$ cat src/hw/rtl/pwar_pkg.sv
// ---------------------------------------------------------------------------
// Programmable window address router package
// Field widths, operation and status codes, and the sequencer state type.
// ---------------------------------------------------------------------------
`timescale 1ns / 1ps

package pwar_pkg;

  localparam int unsigned ADDR_W  = 32;
  localparam int unsigned OP_W    = 2;
  localparam int unsigned SLOT_W  = 3;
  localparam int unsigned WIDTH_W = 3;
  localparam int unsigned STAT_W  = 2;

  // Remainder steps of the shared subtractor, one address bit per cycle.
  localparam int unsigned DIV_CNT_W = $clog2(ADDR_W);

  localparam logic [OP_W-1:0] OP_REGISTER = 2'd0;
  localparam logic [OP_W-1:0] OP_REMAP    = 2'd1;
  localparam logic [OP_W-1:0] OP_ACCESS   = 2'd2;

  localparam logic [STAT_W-1:0] STATUS_OK       = 2'd0;
  localparam logic [STAT_W-1:0] STATUS_FULL     = 2'd1;
  localparam logic [STAT_W-1:0] STATUS_BAD_SLOT = 2'd2;

  localparam logic [WIDTH_W-1:0] WIDTH_BYTE = 3'd1;
  localparam logic [WIDTH_W-1:0] WIDTH_WORD = 3'd4;

  typedef enum logic [2:0] {
    ST_IDLE,
    ST_SCAN,
    ST_DIV,
    ST_FIX,
    ST_RESP
  } state_e;

endpackage

$ cat src/hw/rtl/programmable_window_address_router_top.sv
// ---------------------------------------------------------------------------
// Programmable window address router
// Keeps a table of device windows and routes bus accesses to a device window
// or to memory, with register and remap operations on the table.
// ---------------------------------------------------------------------------
//
//  Channel   Direction  Handshake                Payload
//  in        slave      in_valid_i / in_ready_o  operation, address, slot,
//                                                device_size, is_write,
//                                                width_bytes, write_data
//  out       master     out_valid_o / out_ready_i status, to_device,
//                                                device_slot, local_address,
//                                                out_write, out_width, out_data
//
// Register, unknown, table-full and bad-slot operations offer their result in
// the cycle after acceptance. A bus access examines the registered windows one
// at a time through the single window table read port. A remap passes through
// the divide and fix states, the division skipped for a window of size zero:
// the shared subtractor develops the remainder one address bit per cycle.
// Reset clears the device count and the sequencer; the window table is not
// cleared, as only registered slots are ever read. The block takes one
// transfer at a time: in_ready_o is low from acceptance until the result
// transfer completes, and a stalled result simply holds.
// ---------------------------------------------------------------------------
`timescale 1ns / 1ps

module programmable_window_address_router_top
  import pwar_pkg::*;
#(
  parameter int unsigned NUM_DEVICES = 8
) (
  input  logic                clk_i,
  input  logic                rst_ni,
  // Input channel
  input  logic                in_valid_i,
  output logic                in_ready_o,
  input  logic [OP_W-1:0]     operation_i,
  input  logic [ADDR_W-1:0]   address_i,
  input  logic [SLOT_W-1:0]   slot_i,
  input  logic [ADDR_W-1:0]   device_size_i,
  input  logic                is_write_i,
  input  logic [WIDTH_W-1:0]  width_bytes_i,
  input  logic [ADDR_W-1:0]   write_data_i,
  // Output channel
  output logic                out_valid_o,
  input  logic                out_ready_i,
  output logic [STAT_W-1:0]   status_o,
  output logic                to_device_o,
  output logic [SLOT_W-1:0]   device_slot_o,
  output logic [ADDR_W-1:0]   local_address_o,
  output logic                out_write_o,
  output logic [WIDTH_W-1:0]  out_width_o,
  output logic [ADDR_W-1:0]   out_data_o
);

  // Index of a table slot, and a count that can also hold NUM_DEVICES.
  localparam int unsigned IdxW = (NUM_DEVICES > 1) ? $clog2(NUM_DEVICES) : 1;
  localparam int unsigned CntW = $clog2(NUM_DEVICES + 1);
  localparam int unsigned CmpW = (CntW > SLOT_W) ? CntW : SLOT_W;

  // Sequencer state and working registers.
  state_e                state_q, state_d;
  logic [CntW-1:0]       count_q, count_d;
  logic [IdxW-1:0]       idx_q, idx_d;
  logic [ADDR_W-1:0]     addr_q, addr_d;
  logic [ADDR_W-1:0]     rem_q, rem_d;
  logic [ADDR_W-1:0]     dvd_q, dvd_d;
  logic [DIV_CNT_W-1:0]  cnt_q, cnt_d;

  // Result register, held until the output transfer completes.
  logic [STAT_W-1:0]     res_status_q, res_status_d;
  logic                  res_dev_q, res_dev_d;
  logic [SLOT_W-1:0]     res_slot_q, res_slot_d;
  logic [ADDR_W-1:0]     res_local_q, res_local_d;
  logic                  res_wr_q, res_wr_d;
  logic [WIDTH_W-1:0]    res_width_q, res_width_d;
  logic [ADDR_W-1:0]     res_data_q, res_data_d;

  // Window table: one write port, one registered read port.
  logic [ADDR_W-1:0]     base_mem [NUM_DEVICES];
  logic [ADDR_W-1:0]     size_mem [NUM_DEVICES];
  logic [ADDR_W-1:0]     base_rd_q;
  logic [ADDR_W-1:0]     size_rd_q;
  logic                  reg_we;
  logic                  base_we;
  logic [IdxW-1:0]       wr_idx;

  // The one shared subtractor, with a borrow bit beyond its 33-bit operands.
  logic [ADDR_W:0]       sub_a;
  logic [ADDR_W:0]       sub_b;
  logic [ADDR_W+1:0]     sub_y;
  logic                  sub_borrow;

  logic                  win_hit;
  logic                  scan_last;
  logic [WIDTH_W-1:0]    acc_width;
  logic [ADDR_W-1:0]     acc_data;

  // Operand selection: window offset while scanning, a trial subtraction of
  // the window size while dividing, and the final round-down when fixing.
  always_comb begin
    unique case (state_q)
      ST_SCAN: begin
        sub_a = {1'b0, addr_q};
        sub_b = {1'b0, base_rd_q};
      end
      ST_DIV: begin
        sub_a = {rem_q, dvd_q[ADDR_W-1]};
        sub_b = {1'b0, size_rd_q};
      end
      default: begin
        sub_a = {1'b0, addr_q};
        sub_b = {1'b0, rem_q};
      end
    endcase
  end

  assign sub_y      = {1'b0, sub_a} - {1'b0, sub_b};
  assign sub_borrow = sub_y[ADDR_W+1];

  // A window at base zero is unmapped. Given the address is at or above the
  // base, it lies below base + size exactly when the offset is below size,
  // so the end never has to be formed and cannot wrap.
  assign win_hit   = (base_rd_q != '0) && !sub_borrow && (sub_y[ADDR_W-1:0] < size_rd_q);
  assign scan_last = ((CntW'(idx_q) + CntW'(1)) == count_q);

  // Forwarded access attributes: anything but a byte access is a word access,
  // and a read forwards no data.
  assign acc_width = (width_bytes_i == WIDTH_BYTE) ? WIDTH_BYTE : WIDTH_WORD;
  always_comb begin
    if (!is_write_i) begin
      acc_data = '0;
    end else if (width_bytes_i == WIDTH_BYTE) begin
      acc_data = {{(ADDR_W-8){1'b0}}, write_data_i[7:0]};
    end else begin
      acc_data = write_data_i;
    end
  end

  always_comb begin
    state_d      = state_q;
    count_d      = count_q;
    idx_d        = idx_q;
    addr_d       = addr_q;
    rem_d        = rem_q;
    dvd_d        = dvd_q;
    cnt_d        = cnt_q;
    res_status_d = res_status_q;
    res_dev_d    = res_dev_q;
    res_slot_d   = res_slot_q;
    res_local_d  = res_local_q;
    res_wr_d     = res_wr_q;
    res_width_d  = res_width_q;
    res_data_d   = res_data_q;
    reg_we       = 1'b0;
    base_we      = 1'b0;

    unique case (state_q)
      ST_IDLE: begin
        if (in_valid_i) begin
          addr_d       = address_i;
          rem_d        = '0;
          dvd_d        = address_i;
          cnt_d        = '0;
          res_status_d = STATUS_OK;
          res_dev_d    = 1'b0;
          res_slot_d   = '0;
          res_local_d  = '0;
          res_wr_d     = 1'b0;
          res_width_d  = '0;
          res_data_d   = '0;
          state_d      = ST_RESP;
          unique case (operation_i)
            OP_REGISTER: begin
              if (count_q >= CntW'(NUM_DEVICES)) begin
                res_status_d = STATUS_FULL;
              end else begin
                reg_we     = 1'b1;
                res_slot_d = SLOT_W'(count_q);
                count_d    = count_q + CntW'(1);
              end
            end
            OP_REMAP: begin
              if (CmpW'(slot_i) < CmpW'(count_q)) begin
                idx_d   = IdxW'(slot_i);
                state_d = ST_DIV;
              end else begin
                res_status_d = STATUS_BAD_SLOT;
              end
            end
            OP_ACCESS: begin
              // Memory route is the default; a window hit overrides it.
              res_local_d = address_i;
              res_wr_d    = is_write_i;
              res_width_d = acc_width;
              res_data_d  = acc_data;
              if (count_q != '0) begin
                idx_d   = '0;
                state_d = ST_SCAN;
              end
            end
            default: begin
            end
          endcase
        end
      end

      ST_SCAN: begin
        if (win_hit) begin
          res_dev_d   = 1'b1;
          res_slot_d  = SLOT_W'(idx_q);
          res_local_d = sub_y[ADDR_W-1:0];
          state_d     = ST_RESP;
        end else if (scan_last) begin
          state_d = ST_RESP;
        end else begin
          idx_d = idx_q + IdxW'(1);
        end
      end

      ST_DIV: begin
        if (size_rd_q == '0) begin
          // Zero size keeps the new base: the remainder stays zero.
          state_d = ST_FIX;
        end else begin
          rem_d = sub_borrow ? sub_a[ADDR_W-1:0] : sub_y[ADDR_W-1:0];
          dvd_d = {dvd_q[ADDR_W-2:0], 1'b0};
          cnt_d = cnt_q + DIV_CNT_W'(1);
          if (cnt_q == DIV_CNT_W'(ADDR_W - 1)) begin
            state_d = ST_FIX;
          end
        end
      end

      ST_FIX: begin
        base_we = 1'b1;
        state_d = ST_RESP;
      end

      ST_RESP: begin
        if (out_ready_i) begin
          state_d = ST_IDLE;
        end
      end

      default: begin
        state_d = ST_IDLE;
      end
    endcase
  end

  assign wr_idx = (state_q == ST_IDLE) ? count_q[IdxW-1:0] : idx_q;

  // Window table. The read address follows the next slot index, so the data
  // for the current slot is ready in every scan or divide cycle.
  always_ff @(posedge clk_i) begin
    if (reg_we) begin
      base_mem[wr_idx] <= '0;
      size_mem[wr_idx] <= device_size_i;
    end else if (base_we) begin
      base_mem[wr_idx] <= sub_y[ADDR_W-1:0];
    end
    base_rd_q <= base_mem[idx_d];
    size_rd_q <= size_mem[idx_d];
  end

  always_ff @(posedge clk_i or negedge rst_ni) begin
    if (!rst_ni) begin
      state_q <= ST_IDLE;
      count_q <= '0;
    end else begin
      state_q <= state_d;
      count_q <= count_d;
    end
  end

  always_ff @(posedge clk_i) begin
    idx_q        <= idx_d;
    addr_q       <= addr_d;
    rem_q        <= rem_d;
    dvd_q        <= dvd_d;
    cnt_q        <= cnt_d;
    res_status_q <= res_status_d;
    res_dev_q    <= res_dev_d;
    res_slot_q   <= res_slot_d;
    res_local_q  <= res_local_d;
    res_wr_q     <= res_wr_d;
    res_width_q  <= res_width_d;
    res_data_q   <= res_data_d;
  end

  assign in_ready_o      = (state_q == ST_IDLE);
  assign out_valid_o     = (state_q == ST_RESP);
  assign status_o        = res_status_q;
  assign to_device_o     = res_dev_q;
  assign device_slot_o   = res_slot_q;
  assign local_address_o = res_local_q;
  assign out_write_o     = res_wr_q;
  assign out_width_o     = res_width_q;
  assign out_data_o      = res_data_q;

endmodule

$ cat config.mk
export PLATFORM = sky130hd
export DESIGN_NAME = programmable_window_address_router_top
export DESIGN_NICKNAME = d
export VERILOG_FILES = /design/src/hw/rtl/pwar_pkg.sv /design/src/hw/rtl/programmable_window_address_router_top.sv
export SDC_FILE = /design/constraint.sdc
export NUM_CORES = 1
export LEC_CHECK = 0
export BUFFER_PORTS_ARGS = -buffer_cell sky130_fd_sc_hd__buf_2
export CAP_MARGIN = 10
export CELL_PAD_IN_SITES_DETAIL_PLACEMENT = 1
export CELL_PAD_IN_SITES_GLOBAL_PLACEMENT = 2
export CORE_MARGIN = 10
export CORE_UTILIZATION = 43
export CTS_CLUSTER_DIAMETER = 120
export DETAILED_ROUTE_END_ITERATION = 6
export PLACE_DENSITY_LB_ADDON = 0.3
export SETUP_SLACK_MARGIN = 0.5
export SLEW_MARGIN = 15
export SYNTH_ARGS = -nofsm -noshare
export SYNTH_HDL_FRONTEND = slang
export SYNTH_SLANG_ARGS = --single-unit
$ cat constraint.sdc
create_clock -name clk_i -period 9.8 [get_ports clk_i]
set_input_delay 0.49 -clock clk_i [delete_from_list [all_inputs] [get_ports clk_i]]
set_output_delay 0.49 -clock clk_i [all_outputs]
set_load 0.1 [all_outputs]
Word level (Yosys, flattened, before mapping)
Memory sizes are Yosys's and may differ from the RTL's. A register that Yosys moved wholly into a read port is not among the register bits.
Cells that the tools add are included.
- add/sub/neg operators: 5
- order comparisons: 3
- eq/ne operators: 15
- multiplexer cells: 57
- bitwise logic cells: 4
- reduce and logical (&&, ||, !) cells: 17
- operators by type and width (cell ; number):
    32-bit 2-to-1 mux ; 9
    32-bit case mux with 2 select lines ; 4
    3-bit 2-to-1 mux ; 19
    33-bit by 33-bit subtractor with 34-bit output ; 1
    33-bit 2-to-1 mux ; 1
    32-bit logical NOT ; 1
    32-bit less-than comparator ; 1
    32-bit nonzero test ; 1
    3-bit case mux with 2 select lines ; 4
    3-bit case mux with 5 select lines ; 1
    1-bit 2-to-1 mux ; 13
    5-bit 2-to-1 mux ; 2
    5-bit case mux with 2 select lines ; 1
    4-bit AND reduction ; 2
    3-bit by 1-bit equality test with 1-bit output, second input constant ; 2
    3-bit by 2-bit equality test with 1-bit output, second input constant ; 2
    2-bit != test, second input constant ; 3
    3-bit != test, second input constant ; 2
    3-bit AND reduction ; 2
    5-bit by 1-bit adder with 5-bit output, second input constant ; 1
    5-bit equality test, second input constant ; 1
    3-bit by 1-bit adder with 4-bit output, second input constant ; 1
    4-bit by 1-bit adder with 4-bit output, second input constant ; 1
    4-bit equality test ; 1
    20 further kinds ; 25
- flip-flop bits (word level): 185
- RAM bits: 512
- input port bits: 109
- word-level logic and storage cells: 118
- memories: 2
- memories (name ; words ; width ; read ports ; clocked after Yosys merged registers in ; write ports ; line ; source):
    base_mem ; 8 ; 32 ; 1 ; 1 ; 1 ; programmable_window_address_router_top.sv:80 ; logic [ADDR_W-1:0] base_mem [NUM_DEVICES];
    size_mem ; 8 ; 32 ; 1 ; 1 ; 1 ; programmable_window_address_router_top.sv:81 ; logic [ADDR_W-1:0] size_mem [NUM_DEVICES];

Longest topological paths before layout
- depth after elaboration: 8
- mapped depth: 35
- mapped depth without buffers: 30

Least setup slack after synthesis
OpenSTA, ideal clock, no wires.
- path kind: flip-flop to flip-flop
- start: register state_q[2]
- end: register res_slot_q[0], in the netlist device_slot_o[0], enable pin
- arrival: 7.927 ns
- path slack: 1.394 ns
- stages on the path, launching flop included: 29
- period minus slack after synthesis: 8.406 ns
- cells stage by stage: dfrtp_1 > clkbuf_1 > nor2_1 > nand2_1 > inv_1 > clkbuf_1 > clkbuf_1 > a22oi_1 > nand2_1 > ha_1 > fa_1 > nor2b_1 > o21ai_0 > a21oi_1 > o21a_1 > o311ai_0 > a21boi_0 > o21a_1 > o211a_1 > nor3_1 > inv_1 > ha_1 > a211o_1 > o211ai_1 > a21oi_1 > o31ai_1 > and3_1 > a21bo_2 > o21ai_0
- longest elaborated chain between the ends: 8
- elaborated cells on any way between the ends: 14
- those cells by class: add/sub (1); order compare (1); eq/ne (4); mux (2); reduce/logical (6)
- ends and longest elaborated chain (what ; line ; source):
    from (decl) ; programmable_window_address_router_top.sv:62 ; state_e state_q, state_d;
    from (signal assigned) ; programmable_window_address_router_top.sv:272 ; state_q <= state_d;
    branches (longest 7 deep; another with 33-bit by 33-bit subtractor with 34-bit output) ; n/a ;
    3-bit AND reduction (no source line) (*) ; n/a ;
    to (signal assigned) ; programmable_window_address_router_top.sv:285 ; res_slot_q <= res_slot_d;
    to (decl) ; programmable_window_address_router_top.sv:73 ; logic [SLOT_W-1:0] res_slot_q, res_slot_d;
Mark *: on every way between the ends.
A chain may end at the register's enable or synchronous reset.

Worst setup path in the final report
- start: register state_q[0]
- end: register base_rd_q[15] (read register of base_mem)
- longest elaborated chain between the ends: 8
- elaborated cells on any way between the ends: 12
- those cells by class: add/sub (1); order compare (1); eq/ne (2); mux (4); reduce/logical (4)
- ends and longest elaborated chain (what ; line ; source):
    branches (longest 7 deep; another with 33-bit by 33-bit subtractor with 34-bit output) ; n/a ;
    3-bit case mux with 2 select lines (*) ; programmable_window_address_router_top.sv:158 ; unique case (state_q)
    to (decl) ; programmable_window_address_router_top.sv:82 ; logic [ADDR_W-1:0] base_rd_q;
Marked as above.

==> impl_metrics.ini <==
[detailed_routing]
drt-initial-drc-count = 1524
routed_wl_um = 95340
post_drt_via_cell_ratio = 5.774
dr.pass1.iters = 5
wire_per_inst_um = 25.21
postRouteAntennaNets = 0
drc = 0
dr_total_vias = 21840

[floorplanning]
die_h_um = 298.0
coreArea_mm2 = 0.07633
fp-row-count = 101
initial_utilization_pct = 43.54
ioPinCount = 185
die_x_um = 298.0
die-area_mm2 = 0.08881

[yosys]
ys_async_sr_fraction_pct = 0.9211
ys_ff_latch = 760
seq_area_frac_synth_pct = 66.55
syn_inst = 2508
synth_top_area_cell = edfxtp_1
synth.net_count = 2691
synth_edf_count = 686
synth_area_mm2 = 0.03323
synth_cell_types = 70
ys_warn_count = 0
postSynthAreaPerCell_um2 = 13.25
synth_area_leaders = edfxtp_1 62%, mux2i_1 4.1%, dfxtp_1 4.0%
netlist.area_leader.share_pct = 61.98
ys.flop_type = edfxtp_1

[run_status]
status = finished, final reports clean

[cells_and_area]
utilization_pct = 49.99
seqCellArea_mm2 = 0.02212
area_growth_pct = 14.81
final_common_cell = edfxtp_1
final_cell_mix = 686 x edfxtp_1, 286 x nand2_1, 183 x buf_2
fin_nets = 2864
fillers = 7779
multi_input_comb_area_mm2 = 0.01023
instances_no_fill = 3782
drive_above_1_share_pct = 17.13

[critical_path]
r2r_slack_ns = 1.12
required_ns = 10.34
crit_path_end_kind = flop
critPathBufInv = 5
path_max_fanout = 82
critPathKind = flop to flop
cp_slowest_cell = a2111oi_0
cp_common_cell = inv_1
cp-startpoint = state_q[0]
rr_startpoint = state_q[0]
cp.arrival_ns = 9.23
crit_path_start_kind = flop
cp.depth = 28
critical-path-top-delay-family = compound AO/OA/AOI/OAI gates
reg2reg_depth = 28
r2r_end = base_rd_q[15]
cpPeakStageDelay_ns = 0.90
cp-endpoint = base_rd_q[15]

[clocking]
cts-root-buf = clkbuf_16
clock_latency_ns = 0.67
ctsLongestPathBuffers = 3
cts_tree = yes
cts_buffers = 82
cts_sinks = 760
cts_max_level = 3
clk_pin_slew_ns = 0.06

[sta]
skew_ns = 0.04707
hold_violations = 0
finalSetupViolCount = 0
fin_tns_setup_ns = 0
rsz0062_at_grt = no
relSlewSlack_pct = 17.88
drv_slew = 0
post-route-min-period_ns = 8.685
fin_crit_sh_pct = 88.62
clock.fmax_mhz = 115.1
tightest_slew_ns = 1.226

[global_route]
grt_overflow = 0
grt_usage_pct = 20.75
grt_pass1_vias = 22460
grt_max_degree = 163
antenna_found_initial = 2
grt_pass1_wl_um = 143100

[job]
drv_cap = 0

[placed_design]
port_buffers = 183
dp_hpwl_um = 60950
gp_congestion = 0.8482
place_inst = 3625

[min_path]
min_path_type = input port to flop
==> synthesized netlist by cell type (10+ instances only) <==
cell type / count
o21ai_0: 94
and2_1: 37
nand3_1: 49
xnor2_1: 19
nand2_1: 288
a21oi_1: 91
nor4_1: 22
mux2_2: 64
ha_1: 73
a211oi_1: 97
o21ai_1: 12
nor3b_1: 10
buf_2: 13
xor2_1: 10
o211ai_1: 39
mux2i_1: 135
a31oi_1: 11
and3_1: 146
clkbuf_1: 117
nor2_1: 89
dfxtp_1: 67
a21boi_0: 39
a21o_1: 17
inv_1: 87
nand4_1: 16
a2111oi_0: 49
buf_6: 18
edfxtp_1: 686
==> worst min path at each step <==
stage | end | from | cells after the start
after floorplan | count_q[0] | rst_ni | 0
after global placement | count_q[3] | rst_ni | 1
after detailed placement | count_q[3] | rst_ni | 1
after CTS | addr_q[7] | address_i[7] | 1
after global routing | addr_q[4] | address_i[4] | 1
final | addr_q[7] | address_i[7] | 1
==> what timing repair did <==
item                                    CTS  global route
resized for setup                         0             2
buffers inserted                          0             0
endpoints found under the setup margin    0            28
hold buffers                              1             0
endpoints found under the hold margin     7             0
==> sequential cells by signal (all words and copies together) (netlist names) <==
name and count:
local_address_o 32, out_data_o 32, size_mem 256, size_rd_q 32
idx_q 3, device_slot_o 3, base_mem 256, rem_q 32
count_q 4, out_width_o 2, out_write_o 1, to_device_o 1
state_q 3, dvd_q 32, addr_q 32, base_rd_q 32
cnt_q 5, status_o 2
==> final cells by class <==
| cell class | count | share of cell area, % |
|---|---|---|
| well taps | 1030 | 3.378 |
| clock inverters | 44 | 1.249 |
| flip-flops and latches | 760 | 57.96 |
| inverters | 88 | 0.8854 |
| repair buffers | 245 | 3.830 |
| multi-input cells | 1504 | 26.82 |
| clock buffers | 109 | 5.857 |
| diodes | 2 | 0.01312 |
==> kinds of logic after synthesis <==
group                      Yosys count  synth area share, %
AOI/OAI and AO/OA                  500                10.13
other                                1              0.01128
and+or+nand+nor                    701                10.25
buffers and inverters              244                3.260
xor gates and xnor gates            29               0.7642
DFF                                760                66.55
muxes                              199                6.234
adders and majority gates           74                2.809
==> worst register-to-register path, delay by kind of cell (launching register included) <==
family / cells / cell delay, ns
compound gates: 12 / 3.53
simple gates: 7 / 2.14
buf+inv: 5 / 1.40
flops: 1 / 0.55
fa+ha+maj: 2 / 0.52
mux: 2 / 0.44
==> stage by stage <==
step / area [µm²] / hold slack, ns / setup WS, ns
after global placement: 35390 / 0.3370 / 1.271
after CTS: 38110 / 0.03024 / 0.8757
after floorplan: 33230 / 0.1944 / 1.394
final: 38160 / 0.04907 / 1.115
after global routing: 38160 / 0.05164 / 0.6094
after detailed placement: 35390 / 0.3419 / 0.9414
==> per-layer routing <==
metal  share of wire, %  global-route usage, %
met2                 47                  33.43
met1                 44                  28.24
met4                2.7                  6.840
met5                  0                      0
met3                5.9                  3.474
Power is not shown: default switching activity piles up to over one toggle a cycle in this logic, so the estimate is an artifact.
